$ cat config.mk
export PLATFORM = sky130hd
export DESIGN_NAME = bc_ctrl
export DESIGN_NICKNAME = d
export VERILOG_FILES = /design/src/hw/rtl/bc_pkg.sv /design/src/hw/rtl/bc_ctrl.sv
export SDC_FILE = /design/constraint.sdc
export NUM_CORES = 1
export LEC_CHECK = 0
export BUFFER_PORTS_ARGS = -buffer_cell sky130_fd_sc_hd__buf_2
export CELL_PAD_IN_SITES_DETAIL_PLACEMENT = 1
export CELL_PAD_IN_SITES_GLOBAL_PLACEMENT = 1
export CORE_UTILIZATION = 34
export CTS_BUF_LIST = sky130_fd_sc_hd__clkbuf_4 sky130_fd_sc_hd__clkbuf_8
export CTS_CLUSTER_DIAMETER = 100
export DETAILED_ROUTE_END_ITERATION = 7
export PLACE_DENSITY = 0.86
export SYNTH_ARGS = -nofsm -noshare
export SYNTH_HDL_FRONTEND = slang
export SYNTH_SLANG_ARGS = --single-unit
$ cat constraint.sdc
create_clock -name clk -period 1.9 [get_ports clk]
set_clock_uncertainty 0.05 [all_clocks]
set_input_delay 0.095 -clock clk [delete_from_list [all_inputs] [get_ports clk]]
set_output_delay 0.095 -clock clk [all_outputs]
set_load 0.01 [all_outputs]
$ cat src/hw/rtl/bc_pkg.sv
// ----------------------------------------------------------------------------
// bc_pkg: shared types and constants of the bipartite check
// Request payloads of the three channels, configuration register indexes and
// the command and status bundles between controller and datapath.
// ----------------------------------------------------------------------------
package bc_pkg;

  // Fixed field widths
  localparam int VTX_W     = 6;
  localparam int CNT_W     = 7;
  localparam int CFG_IDX_W = 2;
  localparam int CFG_DAT_W = 7;

  // Configuration register indexes
  localparam logic [CFG_IDX_W-1:0] CFG_VERTEX_COUNT = 2'd0;
  localparam logic [CFG_IDX_W-1:0] CFG_START_VERTEX = 2'd1;

  // Reset values of the configuration registers
  localparam logic [CNT_W-1:0] VERTEX_COUNT_RST = 7'd64;
  localparam logic [VTX_W-1:0] START_VERTEX_RST = 6'd0;

  typedef struct packed {
    logic [VTX_W-1:0] edge_a;
    logic [VTX_W-1:0] edge_b;
    logic             has_edge;
    logic             last_edge;
  } edge_req_t;

  typedef struct packed {
    logic is_bipartite;
    logic bad_edge;
  } result_req_t;

  typedef struct packed {
    logic [CFG_IDX_W-1:0] index;
    logic [CFG_DAT_W-1:0] data;
  } cfg_req_t;

  // Controller to datapath
  typedef struct packed {
    logic load;      // accepted edge request: write matrix / flag error
    logic start;     // color start vertex, init walk
    logic row_rd;    // read adjacency row of top vertex
    logic scan_adv;  // no neighbor at scan position, step on
    logic hit;       // neighbor found at scan position
    logic pop;       // drop top entry, read the one below
    logic pop_load;  // take popped entry into the top registers
    logic clear;     // result taken: clear graph state
  } cmd_t;

  // Datapath to controller
  typedef struct packed {
    logic start_oob;  // start vertex not below vertex count
    logic scan_end;   // scan position reached vertex count
    logic scan_hit;   // adjacency bit set at scan position
    logic u_colored;  // neighbor at scan position already colored
    logic conflict;   // neighbor color equals top color
    logic depth_one;  // only the start vertex on the stack
  } status_t;

endpackage

$ cat src/hw/rtl/bc_ctrl.sv
// ----------------------------------------------------------------------------
// bc_ctrl: sequencer of the bipartite check
// Accepts edge requests, steps the depth-first coloring walk one scan position
// per cycle between row reads, checks and pops; presents the result until taken.
// ----------------------------------------------------------------------------
module bc_ctrl (
  input  logic             clk,
  input  logic             rst,
  input  logic             in_valid,
  input  logic             in_last,
  output logic             in_ready,
  output logic             out_valid,
  input  logic             out_ready,
  output logic             is_bipartite,
  input  bc_pkg::status_t  status,
  output bc_pkg::cmd_t     cmd
);
  import bc_pkg::*;

  typedef enum logic [2:0] {
    S_LOAD,
    S_START,
    S_ROW,
    S_SCAN,
    S_CHECK,
    S_POP,
    S_OUT
  } state_t;

  state_t state;
  state_t state_next;
  logic   finish;
  logic   finish_val;

  assign in_ready = state == S_LOAD;

  // Commands and next state
  always_comb begin
    cmd        = '0;
    state_next = state;
    finish     = 1'b0;
    finish_val = 1'b1;
    unique case (state)
      S_LOAD: begin
        if (in_valid) begin
          cmd.load = 1'b1;
          if (in_last) begin
            state_next = S_START;
          end
        end
      end
      S_START: begin
        cmd.start = 1'b1;
        if (status.start_oob) begin
          finish = 1'b1;
        end else begin
          state_next = S_ROW;
        end
      end
      S_ROW: begin
        cmd.row_rd = 1'b1;
        state_next = S_SCAN;
      end
      S_SCAN: begin
        if (status.scan_end) begin
          cmd.pop = 1'b1;
          if (status.depth_one) begin
            finish = 1'b1;
          end else begin
            state_next = S_POP;
          end
        end else if (status.scan_hit) begin
          cmd.hit    = 1'b1;
          state_next = status.u_colored ? S_CHECK : S_ROW;
        end else begin
          cmd.scan_adv = 1'b1;
        end
      end
      S_CHECK: begin
        if (status.conflict) begin
          finish     = 1'b1;
          finish_val = 1'b0;
        end else begin
          state_next = S_SCAN;
        end
      end
      S_POP: begin
        cmd.pop_load = 1'b1;
        state_next   = S_ROW;
      end
      S_OUT: begin
        if (out_ready) begin
          cmd.clear  = 1'b1;
          state_next = S_LOAD;
        end
      end
      default: state_next = S_LOAD;
    endcase
    if (finish) begin
      state_next = S_OUT;
    end
  end

  // State and result registers
  always_ff @(posedge clk) begin
    if (rst) begin
      state     <= S_LOAD;
      out_valid <= 1'b0;
    end else begin
      state     <= state_next;
      out_valid <= state_next == S_OUT;
      if (finish) begin
        is_bipartite <= finish_val;
      end
    end
  end

endmodule

Word level (Yosys, flattened, before mapping)

Cells that the tools add are included.
W data, S select, Z words.

Input bits: 11
Output and inout port bits: 11
Bits in registers: 5
Logic and storage cells: 42

Reduce and logical (&&, ||, !) cells: 2
Eq/ne operators: 7
Bitwise gates (word level): 1
Mux-type cells: 29

Operator list:

| kind                 | number |
|---|---|
| $mux W3              | 11 |
| $pmux W3 S7          | 1 |
| $mux W1              | 15 |
| $eq A3 B3 Y1 const B | 4 |
| $eq A3 B2 Y1 const B | 2 |
| $eq A3 B1 Y1 const B | 1 |
| $logic_not A3 Y1     | 1 |
| $pmux W1 S3          | 1 |
| $mux W2              | 1 |
| $reduce_and A2 Y1    | 1 |
| $not A1 Y1           | 1 |

Longest topological paths before layout

Gate-level depths: netlist of run 1.

Word-level depth: 6
Depth in mapped cells: 7
Gate-level depth less buffers: 5

Worst setup path after synthesis of run 1

Ideal clock, no wire load.

Path kind: reg-to-reg
Start: register state[1]
End: register is_bipartite (enable)
Cell stages (with the launch flop): 6
Data arrival time: 1.040 ns
Period minus slack after synthesis: 1.388 ns
Path buffers: 1
Path slack: 0.512 ns
Cell sequence: dfxtp_1 -> buf_6 -> nor3b_2 -> nand2_1 -> and3_4 -> nor2_1

Longest elaborated chain between the ends: 3
Elaborated cells on any way between the ends: 5

RTL lines:

| element                              | RTL line       | source |
|---|---|---|
| start: declaration                   | bc_ctrl.sv:30  | `state_t state;` |
| start signal: assignment             | bc_ctrl.sv:110 | `state <= state_next;` |
| $eq A3 B3 Y1 (tied with other cells) | bc_ctrl.sv:43  | `unique case (state)` |
| $pmux W1 S3 *                        | bc_ctrl.sv:43  |  |
| $reduce_and A2 Y1 (no line) *        | -              |  |
| end signal: assignment               | bc_ctrl.sv:113 | `is_bipartite <= finish_val;` |
| end: declaration                     | bc_ctrl.sv:14  | `output logic is_bipartite,` |

Mark *: on every way between the ends. The rest lies on a longest branch, timed or not.
A chain may end at the register's enable or synchronous reset.

Worst setup path after layout of run 1

Start: register state[0]
End: register is_bipartite (enable)

Same word-level chain as after synthesis.

==> impl_metrics.json, run 1 <==
{
  "status": "complete, no violations",
  "grt_start_max_net_pins": 15,
  "io_buffer_count": 21,
  "n_antenna_cell": 0,
  "multi_input_area_sq_um": 292,
  "start_kind": "flop",
  "clock_sinks": 5,
  "fin_tns_setup_ns": 0,
  "die_w_um": 38.2,
  "hpwl_um": 977,
  "wl_per_cell_um": 13.1,
  "hold_viol_final": 0,
  "yosys_warnings": 0,
  "routed_wl_um": 1180,
  "netlist_area_sq_um": 447,
  "placed_area_sq_um": 553,
  "crit_path_max_fanout": 14,
  "seq_area_sq_um": 110,
  "fin_nets": 88,
  "num_io_pins": 22,
  "syn-mean-instance-area_sq_um": 8.43,
  "syn_to_final_growth_pct": 30.5,
  "fp.dieH_um": 38.2,
  "setup_viol_count_final": 0,
  "synth_fp_nets": 64,
  "ir_worst_vdd_mv": 0.493,
  "slew_headroom_pct": 63.9,
  "netlist_instances": 53,
  "cap_violations": 0,
  "gr-total-overflow": 0,
  "cts.hold.buffers_added": 0,
  "clk_latency_ns": 0.24,
  "cts_made_buffers": 3,
  "vias": 485,
  "die_area_sq_mm": 0.00146,
  "ys_types": 31,
  "ys_ff_latch": 5,
  "antenna_found_initial": 0,
  "grtUsageTotal_pct": 20.9,
  "finalCritPeriodShare_pct": 88.2,
  "worstPathRequired_ns": 1.80,
  "cts_resized": 0,
  "fmax_mhz": 597,
  "dr.pass1.iters": 2,
  "path_cells": "and4b_4 > nand2_1 > and3_4 > nor2_1",
  "postCtsSetupRepairBufs": 0,
  "via_per_inst": 5.39,
  "stdcell_area_sq_um": 583,
  "ant_nets": 0,
  "fillers": 151,
  "power_leakage_nw": 0.268,
  "power.density_mw_per_mm2": 1380,
  "slowest_stage": "dfxtp_1",
  "drc_errors": 0,
  "critPathMaxStageDelay_ns": 0.65,
  "crit_type": "reg -> reg",
  "cts_max_path_buffers": 2,
  "path_clk_slew_ns": 0.05,
  "htree_levels": 1,
  "grt_pass1_vias": 479,
  "initial_core_util_pct": 38.6,
  "worstMarginPinSlew_ns": 0.541,
  "seq_area_frac_synth_pct": 24.6,
  "cts_tree": "done",
  "drv_slew": 0,
  "hp-class": "in -> reg",
  "place.gp.congestion": 0.739,
  "drive_above_1_share_pct": 46.1,
  "rsz0062_at_grt": "no",
  "end_kind": "flop",
  "clockRootBuffer": "clkbuf_4",
  "rows": 12,
  "drt_iter0_drc": 3,
  "grt_pass1_wl_um": 2100,
  "period_minus_slack_ns": 1.67,
  "arrival_ns": 1.57,
  "core_sq_mm": 0.00116
}
[registers in the layout (all words and copies together), names as in the netlist]
signal	flops
out_valid	1
is_bipartite	1
state	3
[per-layer routing]
metal	global-route usage [%]	wire, um
met5	0	0
met4	10.7	0
met3	1.74	36
met2	37.7	653
met1	24.0	487
[final cells by class]
cell class	count	share of cell area, %
inverter	3	2.36
timing repair buffer	23	20.6
clock buffer	4	5.15
tap	14	3.00
sequential	5	18.9
multi-input combinational	41	50.0
[worst paths after layout]
kind,startpoint,to,slack (ns),depth (start not counted)
hold reg to reg,state[1],state[1],0.71,2
setup reg to reg,state[0],is_bipartite,0.23,4
hold / removal,rst,state[1],0.03,2
setup / recovery,state[0],is_bipartite,0.23,4
[layout by cell type (no fill, tap or decap)]
master	n
o21ai_2	1
a21oi_1	1
o2111ai_1	1
o2bb2ai_1	1
nor3b_1	1
inv_1	2
dfxtp_1	4
nand4bb_1	1
nor3b_2	2
nor2_1	7
nor4bb_1	1
o21ai_1	1
a2111oi_4	1
nor3_2	1
nand4_1	1
nand3b_1	1
a31oi_1	3
and4b_4	1
edfxtp_1	1
and3_4	1
inv_4	1
nand3_1	4
clkbuf_4	4
buf_4	2
and2_1	1
and3_1	2
o311ai_1	1
nand2_1	4
o21ai_0	1
nor2b_1	2
buf_2	21
[per-stage QoR]
step / utilization (%) / setup WS (ns) / power (mW) / instances / hold WS, ns
final: 50.4 / 0.225 / 0.802 / 90 / 0.0276
after CTS: 50.4 / 0.226 / 0.814 / 90 / 0.0230
after floorplan: - / 0.512 / 0.560 / 53 / 0.114
after global placement: 47.8 / 0.283 / 0.654 / 86 / 0.269
after global routing: 50.4 / 0.112 / 0.876 / 90 / 0.0371
after detailed placement: 47.8 / 0.235 / 0.670 / 86 / 0.280
[power breakdown]
group / total, mW / internal (mW) / switching, mW
sequential: 0.238 / 0.142 / 0.0957
combinational: 0.427 / 0.208 / 0.219
clock: 0.138 / 0.0937 / 0.0443
[logic make-up (layout without fill, tap and decap cells)]
group,after synthesis,count (layout),share of synthesized area (%)
AO/OA/AOI/OAI,11,11,21.6
flip-flops,5,5,24.7
AND/OR/NAND/NOR,30,30,43.7
buffers and inverters,7,30,10.1
[cells in the mapped netlist]
master	number	area share, %
o21ai_1	1	1.1
a31oi_1	3	4.2
o21ai_2	1	2.0
nand3_1	4	4.5
edfxtp_1	1	6.7
nand3b_1	1	1.7
nor2b_1	2	2.8
buf_4	2	3.4
o2bb2ai_1	1	2.0
and3_1	2	2.8
and2_1	1	1.4
a2111oi_4	1	6.2
nor4bb_1	1	2.2
o21ai_0	1	1.1
nor2_1	7	5.9
nor3b_2	2	5.6
inv_4	1	1.4
inv_1	2	1.7
and3_4	1	2.5
nand4_1	1	1.4
a21oi_1	1	1.1
nor3_2	1	2.2
o311ai_1	1	2.0
nand4bb_1	1	2.5
nand2_1	4	3.4
dfxtp_1	4	18
and4b_4	1	3.1
buf_6	1	2.5
o2111ai_1	1	2.0
nor3b_1	1	1.7
buf_2	1	1.1
[critical path: cells and delay by family, from the launching register on]
kind,cells,cell delay (ns)
and+or+nand+nor,4,0.67
DFF,1,0.65
Power figures use the tool's default switching activity.
==> run 2, diff against run 1 <==
ABC_AREA = 1   (was default)
CORE_UTILIZATION = 33   (was 34)
PLACE_DENSITY = 0.87   (was 0.86)
==> impl_metrics.json, run 2 <==
{
  "status": "complete, no violations",
  "rows": 13,
  "cts_made_buffers": 3,
  "final_util_pct": 46.3,
  "hpwl_um": 941,
  "die_area_sq_mm": 0.00155,
  "netlist_instances": 71,
  "io_buffer_count": 21,
  "gr-total-overflow": 0,
  "power.density_mw_per_mm2": 1180,
  "power_leakage_nw": 0.353,
  "rr_endpoint": "is_bipartite",
  "synthSimpleGateAreaFrac_pct": 58.7,
  "synth_mux_area_share_pct": 0,
  "r2r-start": "state[1]",
  "hold_viol_final": 0,
  "grt_start_max_net_pins": 9,
  "synth_edf_count": 1,
  "fp.dieH_um": 39.4,
  "reg2reg_depth": 9,
  "crit_path_max_fanout": 8,
  "routed_wl_um": 1170,
  "synth_top_family_by_area": "simple AND/OR/NAND/NOR gates",
  "slowest_stage": "dfxtp_1",
  "placed_area_sq_um": 562,
  "reg2reg_slack_ns": 0.39,
  "worstMarginPinSlew_ns": 0.468,
  "layout_common_cells": "buf_2, nor2_1, nand2_1",
  "slew_headroom_pct": 68.7,
  "fin_tns_setup_ns": 0,
  "drive_above_1_share_pct": 41.1,
  "path_cells": "inv_4 > nor4_1 > buf_2",
  "drt_iter0_drc": 8,
  "path_clk_slew_ns": 0.05,
  "syn-mean-instance-area_sq_um": 6.49,
  "place.gp.congestion": 0.747,
  "netlist_area_sq_um": 460,
  "dr.pass1.iters": 4,
  "syn_to_final_growth_pct": 30.7,
  "n_antenna_cell": 0,
  "layout_commonest_cell": "buf_2",
  "vias": 515,
  "crit_cells": 3,
  "ys_async_sr_fraction_pct": 0,
  "arrival_ns": 1.42,
  "top_register": "state",
  "seq_area_frac_synth_pct": 23.9,
  "drv_slew": 0,
  "rsz0062_at_grt": "no",
  "fillers": 196,
  "finalPower_uw": 713,
  "grtUsageTotal_pct": 17.3,
  "synth_top_area_share_pct": 17.4,
  "core_sq_mm": 0.00130,
  "yosys-top-cells-count": "nand2_1, nor2_1, inv_1",
  "wl_per_cell_um": 10.6,
  "die_w_um": 39.4,
  "pre_cts_ws_ns": 0.405,
  "crit_path_end": "cmd[0]",
  "worst_slack_ns": 0.338,
  "path_delay_family": "flip-flops",
  "critPathMaxStageDelay_ns": 0.60,
  "drc_errors": 0,
  "cts_tree": "done",
  "ant_nets": 0,
  "synth_compound_area_share_pct": 2.17,
  "initial_core_util_pct": 35.4,
  "postCtsSetupRepairBufs": 0,
  "ys_types": 22,
  "via_per_inst": 4.68,
  "largestRegisters": "state x3, is_bipartite x1, out_valid x1",
  "ir_worst_vdd_mv": 0.614,
  "synthAdderAreaFrac_pct": 0,
  "fin_nets": 107,
  "largest_reg_flops": 3,
  "finalCritPeriodShare_pct": 82.2,
  "synth_fp_nets": 82,
  "netlist_top_cells_area": "dfxtp_1, nand2_1, nor2_1",
  "clockRootBuffer": "clkbuf_4",
  "worstPathRequired_ns": 1.75,
  "crit_start": "state[1]",
  "clk_latency_ns": 0.25,
  "cts_resized": 0,
  "yosys_warnings": 0,
  "crit_buf_inv": 2,
  "setup_viol_count_final": 0,
  "synth_xor_area_share_pct": 0,
  "stdcell_area_sq_um": 602,
  "num_io_pins": 22,
  "cts.hold.buffers_added": 1,
  "fmax_mhz": 640,
  "cap_violations": 0,
  "grt_pass1_vias": 481,
  "synth_ff_type": "dfxtp_1",
  "htree_levels": 1,
  "multi_input_area_sq_um": 280,
  "yosys.area.top_type": "dfxtp_1",
  "cts_max_path_buffers": 2,
  "seq_area_sq_um": 110,
  "start_kind": "flop",
  "end_kind": "output pin",
  "grt_pass1_wl_um": 1790,
  "period_minus_slack_ns": 1.56,
  "ys_ff_latch": 5,
  "hp-class": "in -> reg",
  "clock_sinks": 5,
  "crit_type": "reg -> out",
  "antenna_found_initial": 0
}
run 2: cell count changes after synthesis, moves of 3 or more:
cell / before / now
a31oi_1: 3 / 0
nor2_4: 0 / 3
nand2_1: 4 / 14
inv_1: 2 / 9
nor2_1: 7 / 14
nand2_2: 0 / 4
run 2: cell families (layout without fill, tap and decap cells):
kind of cell	Yosys count	in the layout
and+or+nand+nor	50	50
buffers and inverters	14	38
DFF	5	5
AOI/OAI and AO/OA	2	2
run 2: stage by stage:
step	hold WS (ns)	cells
floorplan	0.117	71
global placement	0.228	105
detailed placement	0.229	105
CTS	0.154	110
global route	0.166	110
finish	0.156	110
run 2: layout make-up:
| cell class | instances | share of cell area, % |
|---|---|---|
| multi-input cells | 52 | 46.6 |
| clock buffers | 4 | 4.99 |
| well taps | 15 | 3.12 |
| flip-flops and latches | 5 | 18.3 |
| inverters | 12 | 7.90 |
| repair buffers | 22 | 19.1 |
run 2: worst register-to-register path: cells and delay by family (launching register included):
| kind | cells | cell delay, ns |
|---|---|---|
| DFF | 1 | 0.60 |
| and+or+nand+nor | 6 | 0.44 |
| buffers and inverters | 3 | 0.17 |
run 2: worst min-delay path by stage:
stage | startpoint | to | cells after the start | slack [ns]
6_report | status[1] | is_bipartite | 2 | 0.16
5_1_grt | status[1] | is_bipartite | 2 | 0.17
4_1_cts | status[1] | is_bipartite | 2 | 0.15
3_5_place_dp | rst | state[0] | 2 | 0.23
3_3_place_gp | rst | state[0] | 2 | 0.23
2_1_floorplan | rst | state[0] | 1 | 0.12
run 2: power breakdown:
part | internal, mW | switching, mW
clock | 0.0942 | 0.0521
combinational | 0.147 | 0.215
sequential | 0.136 | 0.0685
total | 0.377 | 0.335
run 2: per-layer routing:
layer / track usage (%) / part of all wire, % / up-vias
met3: 1.70 / 5.0 / 4
met5: 0 / 0 / -
met1: 18.8 / 43 / 226
li1: - / - / 266
met4: 10.3 / 2.1 / 0
met2: 31.7 / 50 / 19
==> run 3, diff against run 2 <==
CORE_UTILIZATION = 27   (was 33)
PLACE_DENSITY = 0.76   (was 0.87)
clock period = 1.32 ns   (was 1.9 ns; I/O delays follow)
==> impl_metrics.json, run 3 (synthesized netlist as in run 2, its figures left out) <==
{
  "status": "finished with violations",
  "violations": "setup timing",
  "crit_path_max_fanout": 5,
  "hold_viol_final": 0,
  "grt_pass1_wl_um": 2510,
  "grt_pass1_vias": 606,
  "setup_viol_count_final": 4,
  "cts_max_path_buffers": 2,
  "start_kind": "flop",
  "seq_area_sq_um": 119,
  "p_comb_share_pct": 64.6,
  "die_area_sq_mm": 0.00187,
  "syn_to_final_growth_pct": 82.3,
  "core_sq_mm": 0.00154,
  "crit_type": "reg -> out",
  "cap_violations": 0,
  "cts_made_buffers": 3,
  "finalCritPeriodShare_pct": 107,
  "initial_core_util_pct": 29.9,
  "drv_slew": 0,
  "fin_nets": 125,
  "drive_above_1_share_pct": 61.9,
  "slew_headroom_pct": 81.1,
  "worstMarginPinSlew_ns": 0.282,
  "cts_tree": "done",
  "rsz0062_at_grt": "yes",
  "top_register": "state",
  "placed_cells": 116,
  "multi_input_area_sq_um": 338,
  "path_clk_slew_ns": 0.05,
  "largestRegisters": "state x3, is_bipartite x1, out_valid x1",
  "worst_slack_ns": -0.0972,
  "ant_nets": 0,
  "end_kind": "output pin",
  "fillers": 209,
  "die_w_um": 43.3,
  "hp-class": "in -> reg",
  "finalPower_mw": 1.40,
  "period_minus_slack_ns": 1.42,
  "power_frac_clock_pct": 14.2,
  "fmax_mhz": 706,
  "fp.dieH_um": 43.3,
  "layout_commonest_cell": "buf_2",
  "power.density_mw_per_mm2": 1660,
  "arrival_ns": 1.30,
  "drc_errors": 0,
  "p_int_uw": 782,
  "wl_per_cell_um": 14.0,
  "grt_start_max_net_pins": 8,
  "num_io_pins": 22,
  "vias": 611,
  "fin_cells": 129,
  "seqPwrFrac_pct": 21.2,
  "routed_wl_um": 1810,
  "clk_latency_ns": 0.24,
  "power_leakage_nw": 0.452,
  "via_per_inst": 4.74,
  "htree_levels": 1,
  "drt_iter0_drc": 5,
  "gr-total-overflow": 0,
  "hpwl_um": 1160,
  "dr.pass1.iters": 2,
  "power_switching_share_pct": 44.0,
  "ir_worst_vdd_mv": 0.877,
  "grtUsageTotal_pct": 17.6,
  "rows": 14,
  "io_buffer_count": 21,
  "layout_common_cells": "buf_2, buf_4, nand2_1",
  "clock_sinks": 5,
  "worstPathRequired_ns": 1.20,
  "place.gp.congestion": 0.770,
  "largest_reg_flops": 3,
  "clockRootBuffer": "clkbuf_4",
  "antenna_found_initial": 0,
  "p_switching_uw": 613,
  "n_antenna_cell": 0
}
## run 3: cell count changes in the layout (fill, tap and decap cells not counted), moves of 2 or more
| cell | previous run | this run |
|---|---|---|
| nand2_2 | 4 | 6 |
| buf_4 | 0 | 14 |
| nor2_1 | 14 | 9 |
| buf_6 | 0 | 4 |
| nand2_1 | 14 | 12 |
| dfxtp_4 | 0 | 2 |
| nor2_4 | 3 | 7 |
| dfxtp_1 | 4 | 1 |
## run 3: worst max-delay path, cell delays in order (launching register included)
cell	delay (ns)
dfxtp_2	0.33
buf_6	0.13
nand2_2	0.07
nor2_4	0.11
nand2_2	0.06
buf_4	0.13
nor2_1	0.09
buf_2	0.14
## run 3: final timing paths
check | startpoint | endpoint | slack (ns) | cells after the start
setup reg to reg | state[1] | is_bipartite | -0.06 | 10
hold / removal | status[1] | is_bipartite | 0.10 | 2
setup / recovery | state[1] | cmd[4] | -0.1 | 7
hold reg to reg | state[0] | is_bipartite | 0.63 | 2
## run 3: timing repair
action                                  CTS  global route
pin swaps                                 2             3
gates resized for setup                   9            17
hold buffers                              1             0
endpoints found under the setup margin   11             9
setup buffers                             5             4
endpoints found under the hold margin     1             0
## run 3: layout make-up
| type | count | area share [%] |
|---|---|---|
| Clock buffer | 4 | 3.58 |
| Inverter | 12 | 6.26 |
| Multi-Input combinational cell | 52 | 40.2 |
| Sequential cell | 5 | 14.2 |
| Tap cell | 16 | 2.38 |
| Timing Repair Buffer | 40 | 33.4 |
## run 3: layer usage
layer  GRT usage (%)  part of all wire, %  vias up
li1                -                    -      304
met1            20.5                   42      291
met2            32.8                   53       14
met5               0                    0        -
met4            3.64                  1.2        0
met3            2.98                  3.3        2
## run 3: power groups by stage
stage / registers (mW) / clock network [mW] / logic, mW
CTS: 0.285 / 0.198 / 0.777
detailed placement: 0.268 / 0 / 0.704
global route: 0.302 / 0.216 / 0.980
finish: 0.295 / 0.198 / 0.902
global placement: 0.264 / 0 / 0.688
floorplan: 0.229 / 0 / 0.490
## run 3: stage by stage
step / cell area [sq um] / utilization (%) / hold slack (ns) / TNS (ns) / setup WS [ns]
floorplan: 465 / - / 0.0876 / 0 / 0.0313
global placement: 656 / 42.5 / 0.198 / -0.173 / -0.0648
detailed placement: 656 / 42.5 / 0.208 / -0.372 / -0.126
CTS: 749 / 48.6 / 0.149 / -0.110 / -0.0743
global route: 840 / 54.5 / 0.105 / -0.677 / -0.197
finish: 840 / 54.5 / 0.102 / -0.194 / -0.0972
